===== src/design/itf_pkg.sv =====
package itf_pkg;

    localparam int MAX_WIDTH  = 256;
    localparam int MAX_DIGITS = 128;
    localparam int RAW_DIGITS = 64;
    localparam int WORD_CHARS = 8;
    localparam int OUT_CAP    = 32 * WORD_CHARS;

    localparam int NR_W  = $clog2(RAW_DIGITS + 1);
    localparam int LEN_W = 10;

    localparam logic [7:0] CH_SPACE = 8'h20;
    localparam logic [7:0] CH_ZERO  = 8'h30;
    localparam logic [7:0] CH_COMMA = 8'h2C;
    localparam logic [7:0] CH_MINUS = 8'h2D;
    localparam logic [7:0] CH_PLUS  = 8'h2B;
    localparam logic [7:0] CH_UP_X  = 8'h58;
    localparam logic [7:0] CH_LO_X  = 8'h78;
    localparam logic [7:0] CH_UP_B  = 8'h42;
    localparam logic [7:0] CH_LO_B  = 8'h62;
    localparam logic [7:0] CH_UP_A  = 8'h41;
    localparam logic [7:0] CH_LO_A  = 8'h61;

    localparam int FL_LEFT  = 0;
    localparam int FL_PLUS  = 1;
    localparam int FL_SPACE = 2;
    localparam int FL_ZERO  = 3;
    localparam int FL_ALT   = 4;
    localparam int FL_GRP   = 5;
    localparam int FL_UPPER = 6;
    localparam int FL_PREC  = 7;

    typedef enum logic [3:0] {
        S_IDLE, S_DIV, S_LAYOUT, S_START, S_LPAD, S_PRE, S_ZPAD, S_DIGS, S_RPAD, S_EMPTY
    } t_state;

    typedef enum logic [2:0] {
        SEG_LPAD, SEG_PRE, SEG_ZPAD, SEG_DIGS, SEG_RPAD
    } t_seg;

    typedef struct packed {
        logic ready;
        logic div_step;
        logic layout;
        logic seg_load;
        t_seg load_sel;
        logic emit;
        t_seg emit_sel;
        logic emit_empty;
    } t_cmd;

    typedef struct packed {
        logic in_valid;
        logic val_zero;
        logic step_zero;
        logic seg_zero;
        logic seg_one;
        logic last_char;
        logic out_busy;
        logic field_empty;
    } t_stat;

endpackage


===== src/design/itf_in_if.sv =====
interface itf_in_if;
    logic        valid;
    logic        ready;
    logic [63:0] value;
    logic        negative;
    logic        signed_conv;
    logic [5:0]  base;
    logic [7:0]  fmt_flags;
    logic [8:0]  field_width;
    logic [7:0]  min_digits;

    modport source (output valid, value, negative, signed_conv, base, fmt_flags,
                    field_width, min_digits, input ready);
    modport sink   (input valid, value, negative, signed_conv, base, fmt_flags,
                    field_width, min_digits, output ready);
endinterface


===== src/design/itf_out_if.sv =====
interface itf_out_if;
    logic        valid;
    logic        ready;
    logic [63:0] chars;
    logic [3:0]  char_count;
    logic        last;
    logic [8:0]  total_length;

    modport source (output valid, chars, char_count, last, total_length, input ready);
    modport sink   (input valid, chars, char_count, last, total_length, output ready);
endinterface


===== src/design/itf_ctrl.sv =====
module itf_ctrl (
    input  logic          i_clk,
    input  logic          i_rst_n,
    input  itf_pkg::t_stat i_stat,
    output itf_pkg::t_cmd  o_cmd
);
    import itf_pkg::*;

    t_state r_state, n_state;

    function automatic t_seg seg_of(input t_state s);
        case (s)
            S_LPAD:  seg_of = SEG_LPAD;
            S_PRE:   seg_of = SEG_PRE;
            S_ZPAD:  seg_of = SEG_ZPAD;
            S_DIGS:  seg_of = SEG_DIGS;
            default: seg_of = SEG_RPAD;
        endcase
    endfunction

    function automatic t_state next_seg(input t_state s);
        case (s)
            S_LPAD:  next_seg = S_PRE;
            S_PRE:   next_seg = S_ZPAD;
            S_ZPAD:  next_seg = S_DIGS;
            S_DIGS:  next_seg = S_RPAD;
            default: next_seg = S_IDLE;
        endcase
    endfunction

    always_ff @(posedge i_clk) begin
        if (!i_rst_n) begin
            r_state <= S_IDLE;
        end else begin
            r_state <= n_state;
        end
    end

    always_comb begin
        n_state = r_state;
        o_cmd   = '0;
        o_cmd.load_sel = SEG_LPAD;
        o_cmd.emit_sel = seg_of(r_state);
        case (r_state)
            S_IDLE: begin
                o_cmd.ready = 1'b1;
                if (i_stat.in_valid) begin
                    n_state = S_DIV;
                end
            end
            S_DIV: begin
                if (i_stat.step_zero && i_stat.val_zero) begin
                    n_state = S_LAYOUT;
                end else begin
                    o_cmd.div_step = 1'b1;
                end
            end
            S_LAYOUT: begin
                o_cmd.layout = 1'b1;
                n_state      = S_START;
            end
            S_START: begin
                if (i_stat.field_empty) begin
                    n_state = S_EMPTY;
                end else begin
                    o_cmd.seg_load = 1'b1;
                    o_cmd.load_sel = SEG_LPAD;
                    n_state        = S_LPAD;
                end
            end
            S_EMPTY: begin
                if (!i_stat.out_busy) begin
                    o_cmd.emit_empty = 1'b1;
                    n_state          = S_IDLE;
                end
            end
            S_LPAD, S_PRE, S_ZPAD, S_DIGS, S_RPAD: begin
                o_cmd.load_sel = seg_of(next_seg(r_state));
                if (i_stat.seg_zero) begin
                    o_cmd.seg_load = (next_seg(r_state) != S_IDLE);
                    n_state        = next_seg(r_state);
                end else if (!i_stat.out_busy) begin
                    o_cmd.emit = 1'b1;
                    if (i_stat.last_char) begin
                        n_state = S_IDLE;
                    end else if (i_stat.seg_one) begin
                        o_cmd.seg_load = (next_seg(r_state) != S_IDLE);
                        n_state        = next_seg(r_state);
                    end
                end
            end
            default: begin
                n_state = S_IDLE;
            end
        endcase
    end

endmodule


===== src/design/itf_dpath.sv =====
module itf_dpath (
    input  logic           i_clk,
    input  logic           i_rst_n,
    input  itf_pkg::t_cmd  i_cmd,
    output itf_pkg::t_stat o_stat,
    itf_in_if.sink         i_in,
    itf_out_if.source      o_out
);
    import itf_pkg::*;

    logic [63:0]     r_val;
    logic [5:0]      r_rem;
    logic [2:0]      r_step;
    logic [5:0]      r_db;
    logic [7:0]      r_pre [3];
    logic [1:0]      r_np;
    logic            r_up, r_left, r_zpad, r_grp;
    logic [8:0]      r_md, r_fw;
    logic [5:0]      r_stk [RAW_DIGITS];
    logic [NR_W-1:0] r_nr;

    logic [8:0]       r_pad, r_nd, r_zleft, r_n, r_pos;
    logic [1:0]       r_m3;
    logic             r_first, r_cdone;
    logic [LEN_W-1:0] r_seg;

    logic [63:0] r_word;
    logic [3:0]  r_wc;

    logic        r_ovld;
    logic [63:0] r_ochars;
    logic [3:0]  r_ocnt;
    logic        r_olast;
    logic [8:0]  r_otot;

    logic        load;
    logic [7:0]  fl;
    logic [8:0]  md_sat, fw_sat;
    logic [7:0]  pre [3];
    logic [1:0]  np;
    logic        v_zero;

    logic [63:0] dv;
    logic [6:0]  rr;

    logic [8:0]       ndr, zeros, ncomma, nd, pad, n;
    logic [16:0]      prod0, prod1;
    logic [8:0]       q0;
    logic [1:0]       m3;
    logic             grp_on;
    logic [LEN_W-1:0] body, len, seg_len;

    logic        comma_now;
    logic [7:0]  ch;
    logic [63:0] n_word;
    logic        last_char;

    function automatic logic [7:0] digit_char(input logic [5:0] d, input logic up);
        if (d < 6'd10) begin
            digit_char = CH_ZERO + {2'b00, d};
        end else begin
            digit_char = (up ? CH_UP_A : CH_LO_A) + {2'b00, d} - 8'd10;
        end
    endfunction

    assign load        = i_in.valid && i_in.ready;
    assign i_in.ready  = i_cmd.ready && i_rst_n;
    assign fl          = i_in.fmt_flags;
    assign v_zero      = (i_in.value == 64'd0);
    assign md_sat      = ({1'b0, i_in.min_digits} > 9'(MAX_DIGITS)) ? 9'(MAX_DIGITS)
                                                                    : {1'b0, i_in.min_digits};
    assign fw_sat      = (i_in.field_width > 9'(MAX_WIDTH)) ? 9'(MAX_WIDTH) : i_in.field_width;

    // Build the sign and alternate-form prefix.
    always_comb begin
        pre[0] = CH_SPACE;
        pre[1] = CH_SPACE;
        pre[2] = CH_SPACE;
        np     = 2'd0;
        if (i_in.signed_conv) begin
            if (i_in.negative) begin
                pre[np] = CH_MINUS; np = np + 2'd1;
            end else if (fl[FL_PLUS]) begin
                pre[np] = CH_PLUS;  np = np + 2'd1;
            end else if (fl[FL_SPACE]) begin
                pre[np] = CH_SPACE; np = np + 2'd1;
            end
        end
        if (fl[FL_ALT] && !v_zero) begin
            if (i_in.base == 6'd8) begin
                pre[np] = CH_ZERO; np = np + 2'd1;
            end else if (i_in.base == 6'd16) begin
                pre[np] = CH_ZERO; np = np + 2'd1;
                pre[np] = fl[FL_UPPER] ? CH_UP_X : CH_LO_X; np = np + 2'd1;
            end else if (i_in.base == 6'd2) begin
                pre[np] = CH_ZERO; np = np + 2'd1;
                pre[np] = fl[FL_UPPER] ? CH_UP_B : CH_LO_B; np = np + 2'd1;
            end
        end
    end

    // Eight restoring division steps per cycle; quotient bits shift in at the bottom.
    always_comb begin
        dv = r_val;
        rr = {1'b0, r_rem};
        for (int k = 0; k < 8; k++) begin
            rr = {rr[5:0], dv[63]};
            dv = {dv[62:0], 1'b0};
            if (rr >= {1'b0, r_db}) begin
                rr    = rr - {1'b0, r_db};
                dv[0] = 1'b1;
            end
        end
    end

    // Field layout from the finished digit count.
    always_comb begin
        ndr    = (r_md > 9'(r_nr)) ? r_md : 9'(r_nr);
        zeros  = ndr - 9'(r_nr);
        grp_on = r_grp && (ndr != 9'd0);
        prod0  = 17'(ndr) * 17'd171;
        prod1  = 17'(ndr - 9'd1) * 17'd171;
        q0     = {1'b0, prod0[16:9]};
        m3     = 2'(ndr - 9'(q0 * 9'd3));
        ncomma = grp_on ? {1'b0, prod1[16:9]} : 9'd0;
        nd     = ndr + ncomma;
        body   = LEN_W'(r_np) + LEN_W'(nd);
        pad    = (LEN_W'(r_fw) > body) ? 9'(LEN_W'(r_fw) - body) : 9'd0;
        len    = body + LEN_W'(pad);
        n      = (len > LEN_W'(OUT_CAP)) ? 9'(OUT_CAP) : 9'(len);
    end

    always_comb begin
        case (i_cmd.load_sel)
            SEG_LPAD: seg_len = (!r_left && !r_zpad) ? LEN_W'(r_pad) : '0;
            SEG_PRE:  seg_len = LEN_W'(r_np);
            SEG_ZPAD: seg_len = r_zpad ? LEN_W'(r_pad) : '0;
            SEG_DIGS: seg_len = LEN_W'(r_nd);
            SEG_RPAD: seg_len = r_left ? LEN_W'(r_pad) : '0;
            default:  seg_len = '0;
        endcase
    end

    // Character for the current position.
    always_comb begin
        comma_now = r_grp && !r_first && (r_m3 == 2'd0) && !r_cdone;
        case (i_cmd.emit_sel)
            SEG_PRE:  ch = r_pre[2'(r_np - r_seg[1:0])];
            SEG_ZPAD: ch = CH_ZERO;
            SEG_DIGS: begin
                if (comma_now) begin
                    ch = CH_COMMA;
                end else if (r_zleft != 9'd0) begin
                    ch = CH_ZERO;
                end else begin
                    ch = digit_char(r_stk[0], r_up);
                end
            end
            default:  ch = CH_SPACE;
        endcase
        n_word                    = r_word;
        n_word[r_wc[2:0]*8 +: 8]  = ch;
        last_char                 = ((r_pos + 9'd1) == r_n);
    end

    always_ff @(posedge i_clk) begin
        if (!i_rst_n) begin
            r_ovld <= 1'b0;
        end else begin
            if (o_out.valid && o_out.ready) begin
                r_ovld <= 1'b0;
            end
            if (i_cmd.emit_empty || (i_cmd.emit && (r_wc == 4'd7 || last_char))) begin
                r_ovld <= 1'b1;
            end
        end
    end

    always_ff @(posedge i_clk) begin
        if (load) begin
            r_val    <= i_in.value;
            r_rem    <= 6'd0;
            r_step   <= 3'd0;
            r_db     <= (i_in.base >= 6'd2 && i_in.base <= 6'd36) ? i_in.base : 6'd10;
            r_pre    <= pre;
            r_np     <= np;
            r_up     <= fl[FL_UPPER];
            r_left   <= fl[FL_LEFT];
            r_zpad   <= fl[FL_ZERO] && !fl[FL_PREC] && !fl[FL_LEFT];
            r_grp    <= fl[FL_GRP] && (i_in.base == 6'd10);
            r_md     <= md_sat;
            r_fw     <= fw_sat;
            r_stk[0] <= 6'd0;
            r_nr     <= (v_zero && !(md_sat == 9'd0 && fl[FL_PREC])) ? NR_W'(1) : '0;
        end
        if (i_cmd.div_step) begin
            r_val  <= dv;
            r_step <= r_step + 3'd1;
            if (r_step == 3'd7) begin
                r_rem    <= 6'd0;
                r_stk[0] <= rr[5:0];
                for (int k = 1; k < RAW_DIGITS; k++) begin
                    r_stk[k] <= r_stk[k-1];
                end
                r_nr <= r_nr + NR_W'(1);
            end else begin
                r_rem <= rr[5:0];
            end
        end
        if (i_cmd.layout) begin
            r_pad   <= pad;
            r_nd    <= nd;
            r_zleft <= zeros;
            r_m3    <= m3;
            r_grp   <= grp_on;
            r_first <= 1'b1;
            r_cdone <= 1'b0;
            r_n     <= n;
            r_pos   <= 9'd0;
            r_word  <= 64'd0;
            r_wc    <= 4'd0;
        end
        if (i_cmd.emit) begin
            r_seg <= r_seg - LEN_W'(1);
            r_pos <= r_pos + 9'd1;
            if (r_wc == 4'd7 || last_char) begin
                r_ochars <= n_word;
                r_ocnt   <= r_wc + 4'd1;
                r_olast  <= last_char;
                r_otot   <= last_char ? r_n : 9'd0;
                r_word   <= 64'd0;
                r_wc     <= 4'd0;
            end else begin
                r_word <= n_word;
                r_wc   <= r_wc + 4'd1;
            end
            if (i_cmd.emit_sel == SEG_DIGS) begin
                if (comma_now) begin
                    r_cdone <= 1'b1;
                end else begin
                    r_first <= 1'b0;
                    r_cdone <= 1'b0;
                    r_m3    <= (r_m3 == 2'd0) ? 2'd2 : r_m3 - 2'd1;
                    if (r_zleft != 9'd0) begin
                        r_zleft <= r_zleft - 9'd1;
                    end else begin
                        for (int k = 0; k < RAW_DIGITS - 1; k++) begin
                            r_stk[k] <= r_stk[k+1];
                        end
                    end
                end
            end
        end
        if (i_cmd.seg_load) begin
            r_seg <= seg_len;
        end
        if (i_cmd.emit_empty) begin
            r_ochars <= 64'd0;
            r_ocnt   <= 4'd0;
            r_olast  <= 1'b1;
            r_otot   <= 9'd0;
        end
    end

    assign o_stat.in_valid    = i_in.valid;
    assign o_stat.val_zero    = (r_val == 64'd0);
    assign o_stat.step_zero   = (r_step == 3'd0);
    assign o_stat.seg_zero    = (r_seg == '0);
    assign o_stat.seg_one     = (r_seg == LEN_W'(1));
    assign o_stat.last_char   = last_char;
    assign o_stat.out_busy    = r_ovld && !o_out.ready;
    assign o_stat.field_empty = (r_n == 9'd0);

    assign o_out.valid        = r_ovld;
    assign o_out.chars        = r_ochars;
    assign o_out.char_count   = r_ocnt;
    assign o_out.last         = r_olast;
    assign o_out.total_length = r_otot;

    a_short_is_last: assert property (@(posedge i_clk) disable iff (!i_rst_n)
        (o_out.valid && !o_out.last) |-> (o_out.char_count == 4'd8))
        else $error("partial word before end of field");
    a_len_on_last: assert property (@(posedge i_clk) disable iff (!i_rst_n)
        (o_out.valid && !o_out.last) |-> (o_out.total_length == 9'd0))
        else $error("field length shown on a non-final word");
    a_empty_word: assert property (@(posedge i_clk) disable iff (!i_rst_n)
        (o_out.valid && o_out.char_count == 4'd0) |-> (o_out.last && o_out.total_length == 9'd0))
        else $error("empty word must close an empty field");
    a_no_overwrite: assert property (@(posedge i_clk) disable iff (!i_rst_n)
        (i_cmd.emit || i_cmd.emit_empty) |-> !(r_ovld && !o_out.ready))
        else $error("character emitted while output word is stalled");

endmodule


===== src/design/integer_text_formatter_unit.sv =====
// Integer text formatter: printf-style conversion of a 64-bit magnitude.
//
// Input channel i_in (valid/ready): one word carries the magnitude, the sign
// and signed-conversion bits, base, format flags, field width and precision.
// Output channel o_out (valid/ready): the formatted field as words of up to
// eight ASCII characters, first character in the lowest byte; last marks the
// final word, which also carries total_length. An empty field gives one word
// with char_count 0 and last set.
//
// One request is handled at a time. After the accept, the digits are extracted
// by a long division by the base, eight quotient bits per cycle. The field is
// then laid out and generated one character per cycle while the receiver does
// not stall, each field segment, empty ones included, being walked in turn.
//
// Reset clears the controller and the output valid and holds ready low. When
// the receiver stalls, the pending word holds and character generation waits;
// a new request is taken once the previous field has been fully handed to the
// output register.
module integer_text_formatter_unit (
    input  logic      i_clk,
    input  logic      i_rst_n,
    itf_in_if.sink    i_in,
    itf_out_if.source o_out
);
    import itf_pkg::*;

    t_cmd  cmd;
    t_stat stat;

    // Sequence the request: divide, lay out, then walk the field segments.
    itf_ctrl u_ctrl (
        .i_clk   (i_clk),
        .i_rst_n (i_rst_n),
        .i_stat  (stat),
        .o_cmd   (cmd)
    );

    // Hold the request, the digit stack, the segment counters and the output word.
    itf_dpath u_dpath (
        .i_clk   (i_clk),
        .i_rst_n (i_rst_n),
        .i_cmd   (cmd),
        .o_stat  (stat),
        .i_in    (i_in),
        .o_out   (o_out)
    );

endmodule


===== src/flat_wrapper.sv =====
// flat-port wrapper written by rule: the top's interface ports become plain ports
module integer_text_formatter_unit_flat import itf_pkg::*;
  (i_clk, i_rst_n, i_in_valid, i_in_value, i_in_negative, i_in_signed_conv, i_in_base, i_in_fmt_flags, i_in_field_width, i_in_min_digits, i_in_ready, o_out_valid, o_out_chars, o_out_char_count, o_out_last, o_out_total_length, o_out_ready);
  itf_in_if i_in_i ();
  itf_out_if o_out_i ();
  input  logic i_clk;
  input  logic i_rst_n;
  input wire logic [$bits(i_in_i.valid)-1:0] i_in_valid;
  input wire logic [$bits(i_in_i.value)-1:0] i_in_value;
  input wire logic [$bits(i_in_i.negative)-1:0] i_in_negative;
  input wire logic [$bits(i_in_i.signed_conv)-1:0] i_in_signed_conv;
  input wire logic [$bits(i_in_i.base)-1:0] i_in_base;
  input wire logic [$bits(i_in_i.fmt_flags)-1:0] i_in_fmt_flags;
  input wire logic [$bits(i_in_i.field_width)-1:0] i_in_field_width;
  input wire logic [$bits(i_in_i.min_digits)-1:0] i_in_min_digits;
  output wire logic [$bits(i_in_i.ready)-1:0] i_in_ready;
  output wire logic [$bits(o_out_i.valid)-1:0] o_out_valid;
  output wire logic [$bits(o_out_i.chars)-1:0] o_out_chars;
  output wire logic [$bits(o_out_i.char_count)-1:0] o_out_char_count;
  output wire logic [$bits(o_out_i.last)-1:0] o_out_last;
  output wire logic [$bits(o_out_i.total_length)-1:0] o_out_total_length;
  input wire logic [$bits(o_out_i.ready)-1:0] o_out_ready;
  assign i_in_i.valid = i_in_valid;
  assign i_in_i.value = i_in_value;
  assign i_in_i.negative = i_in_negative;
  assign i_in_i.signed_conv = i_in_signed_conv;
  assign i_in_i.base = i_in_base;
  assign i_in_i.fmt_flags = i_in_fmt_flags;
  assign i_in_i.field_width = i_in_field_width;
  assign i_in_i.min_digits = i_in_min_digits;
  assign i_in_ready = i_in_i.ready;
  assign o_out_valid = o_out_i.valid;
  assign o_out_chars = o_out_i.chars;
  assign o_out_char_count = o_out_i.char_count;
  assign o_out_last = o_out_i.last;
  assign o_out_total_length = o_out_i.total_length;
  assign o_out_i.ready = o_out_ready;
  integer_text_formatter_unit u_core (.i_clk(i_clk), .i_rst_n(i_rst_n), .i_in(i_in_i), .o_out(o_out_i));
endmodule

===== config.mk =====
export PLATFORM = sky130hd
export DESIGN_NAME = integer_text_formatter_unit_flat
export DESIGN_NICKNAME = d
export VERILOG_FILES = /design/src/design/itf_pkg.sv /design/src/design/itf_in_if.sv /design/src/design/itf_out_if.sv /design/src/design/itf_ctrl.sv /design/src/design/itf_dpath.sv /design/src/design/integer_text_formatter_unit.sv /design/src/flat_wrapper.sv
export SDC_FILE = /design/constraint.sdc
export NUM_CORES = 2
export LEC_CHECK = 0
export BUFFER_PORTS_ARGS = -buffer_cell sky130_fd_sc_hd__buf_2
export CAP_MARGIN = 20
export CORE_MARGIN = 4
export CORE_UTILIZATION = 55
export DETAILED_ROUTE_END_ITERATION = 8
export PLACE_DENSITY = 0.79
export SLEW_MARGIN = 30
export SYNTH_ARGS = -nofsm -noshare
export SYNTH_HDL_FRONTEND = slang
export SYNTH_HIERARCHICAL = 1
export SYNTH_SLANG_ARGS = --single-unit

===== constraint.sdc =====
create_clock -name i_clk -period 20.5 [get_ports i_clk]
set_clock_uncertainty 0.2 [all_clocks]
set_input_delay 4.1 -clock i_clk [delete_from_list [all_inputs] [get_ports i_clk]]
set_output_delay 4.1 -clock i_clk [all_outputs]
set_load 0.03 [all_outputs]

==> metrics.cfg <==
[routing]
drc=0
wl_met3_um=4770
dr.max_layer_used=met5
routed_via_density=5.52
drtPass1Iterations=5
finalWirelength_um=83000
routedWlPerCell_um=16.8
vias=27300
ant_nets=0
met1Wirelength_um=36500
drt_iter0_drc=2519
route.met2.wl_um=39600

[sta]
max_slew_margin_pct=37.0
setup_ws_ns=1.95
hold_viol=0
tightest_slew_ns=0.936
slew_viol_final=0
period_share_pct=90.5
setup_viol=0
min_period_ns=18.55
rsz0062_at_grt=no
fin_setup_tns_ns=0
fmax_ghz=0.0539

[yosys]
async_flop_share_pct=0
synth_warnings=6
avgSynthCellArea_um2=9.98
ys_ff_latch=716
synthCells=3826
synthFlopType=edfxtp_1
synth_cell_types=92
seq_area_frac_synth_pct=53.6
syn_area_mm2=0.0382
synth_edf_count=613
syn_nets=4174

[setup_path]
worstSetupPathType=register to register
cp-end-kind=register
r2r_start=u_core/u_dpath/r_db[1]
critPathMaxFanout=15
cp-startpoint=u_core/u_dpath/r_db[1]
cp-start-kind=register
cp_common_cell=ha_1
critPathMaxStageDelay_ns=0.53
worstPathArrival_ns=18.67
critPathRequiredTime_ns=20.62
slowest_stage=inv_1
worstRegToRegCells=71

[final_layout]
fin_nets=4297
drive_gt1_share_pct=11.0
area_growth_pct=11.3
final-seq-area_mm2=0.0205
fin_area_mm2=0.0425
multi_input_area_mm2=0.0164
fill_cells=5578

[hold_path]
hold_depth=0
hold_path.class=register to register
min_from=u_core/u_dpath/r_stk[0][375]

[cts]
clk_latency_ns=0.63
clk_pin_slew_ns=0.06
cts_buffers=76
clkSinkCount=716
htree_levels=3
cts_tree=built
cts-root-buf=clkbuf_16
clk_path_buf_depth=3

[floorplan]
die_w_um=271
coreArea_mm2=0.0687
rows=96
initial_core_util_pct=55.6
dieHeight_um=271
pin_count=181
die-area_mm2=0.0737

[global_route]
antenna_found_initial=4
gr-total-overflow=0
grt_max_degree=121
first_global_vias=26100
grt_pass1_wl_um=134000
grt_usage_pct=22.0

[placement]
dp_slack_ns=1.48
globalplace.congestion=0.903
dp_hpwl_um=56400
port_buffers=180
dpl_cell_area_mm2=0.0398

[outcome]
status=complete, no violations

[run]
maxCapViolCount=0

flip-flops by register name, indices dropped and copies added, names as in the netlist, 7 cells and up:
signal,flops
u_core/u_dpath/r_zleft,9
u_core/u_dpath/r_stk,384
u_core/u_dpath/r_nd,9
u_core/u_dpath/r_md,8
u_core/u_dpath/r_pad,9
u_core/u_dpath/o_out.total_length,9
u_core/u_dpath/r_pre,13
u_core/u_dpath/o_out.chars,64
u_core/u_dpath/r_pos,9
u_core/u_dpath/r_n,9
u_core/u_dpath/r_word,64
u_core/u_dpath/r_val,64
u_core/u_dpath/r_seg,10
u_core/u_dpath/r_nr,7
u_core/u_dpath/r_fw,9
layer usage:
metal  global-route usage, %  vias up
li1                        -    13400
met1                    30.2    13000
met2                    36.3      733
met3                    3.85      143
met4                    6.58        2
met5                       0        -
final timing paths:
check | end | slack, ns
max reg2reg | u_core/u_dpath/r_stk[0][5] | 1.95
min reg2reg | u_core/u_dpath/r_stk[0][381] | 0.26
min | u_core/u_dpath/r_stk[0][381] | 0.26
max | u_core/u_dpath/r_stk[0][5] | 1.95
final cells by class:
| class | instances | area share, % |
|---|---|---|
| antenna | 3 | 0.0177 |
| tap | 931 | 2.74 |
| inverter | 207 | 1.83 |
| multi-input combinational | 2740 | 38.5 |
| sequential | 716 | 48.2 |
| clock inverter | 41 | 1.03 |
| clock buffer | 100 | 4.96 |
| timing repair buffer | 208 | 2.74 |
Yosys cell counts (all sizes together) (4+ instances only):
master / number / share of area (%)
xnor2: 73 / 1.7
nand2b: 20 / 0.33
o31ai: 5 / 0.098
ha: 200 / 6.6
or2: 11 / 0.19
o311ai: 4 / 0.11
a21oi: 134 / 1.8
mux2i: 53 / 1.4
nor3: 38 / 0.52
xor2: 47 / 1.1
a22oi: 22 / 0.43
edfxtp: 613 / 48
and3: 12 / 0.20
o221ai: 5 / 0.13
o31a: 5 / 0.11
mux2: 67 / 2.0
o21bai: 5 / 0.098
dfxtp: 103 / 5.4
nor2: 296 / 2.9
o21a: 15 / 0.29
nor3b: 6 / 0.12
or3: 11 / 0.18
o22ai: 14 / 0.23
nand2: 1219 / 12
and2: 19 / 0.31
fa: 47 / 2.5
a211o: 5 / 0.11
nor4: 49 / 0.82
a21o: 37 / 0.73
o211ai: 11 / 0.23
clkbuf: 148 / 1.5
nor4b: 4 / 0.092
a211oi: 63 / 1.3
a21boi: 7 / 0.14
a31oi: 5 / 0.082
nand4: 20 / 0.33
inv: 206 / 2.0
o21ai: 79 / 1.0
buf: 15 / 0.25
nor2b: 49 / 0.80
nand3: 31 / 0.41
placed cells by master, fill, tap and decap left out, types with 20 or more instances in the layout:
master	n
nor4_1	48
nor3_1	35
nor2b_1	48
fa_1	47
dfxtp_1	103
a22oi_1	22
a211oi_1	62
nand4_1	20
xnor2_1	72
nand3_1	31
nand2_1	1215
ha_1	200
mux2_2	66
a21oi_1	130
xor2_1	47
o21ai_0	68
inv_1	204
edfxtp_1	613
a21o_1	37
buf_2	180
mux2i_1	53
clkbuf_16	79
nor2_1	292
stage by stage:
stage,hold WS [ns],utilization (%),cells
2_1_floorplan,0.226,-,3826
3_3_place_gp,0.242,58.0,4797
3_5_place_dp,0.240,58.0,4798
4_1_cts,0.268,61.7,4939
5_1_grt,0.282,61.8,4944
6_report,0.260,61.8,4946
what timing repair did:
item,in CTS,in global routing
hold endpoints to repair,0,0
gates resized for setup,0,1
setup endpoints to repair,0,13
hold buffers,0,0
setup buffers,0,3
critical path: cells and delay by family (launching register included):
kind | cells | cell delay (ns)
mux | 5 | 1.84
compound gates | 37 | 8.57
fa+ha+maj | 8 | 2.62
simple gates | 15 | 3.48
buf+inv | 6 | 0.99
flops | 1 | 0.52
cell families (layout without fill, tap and decap cells):
group | count (synthesis) | after routing | synth area share [%]
flops | 716 | 716 | 53.6
other cells | 0 | 3 | 0
xor+xnor | 120 | 120 | 2.75
compound gates | 450 | 450 | 7.86
mux | 120 | 120 | 3.38
fa+ha+maj | 247 | 247 | 9.02
simple gates | 1803 | 1803 | 19.6
buf+inv | 370 | 556 | 3.74
Power is left out: the tool's default activity adds up to more than one toggle a clock period on the data nets, which glitch-free logic cannot reach.
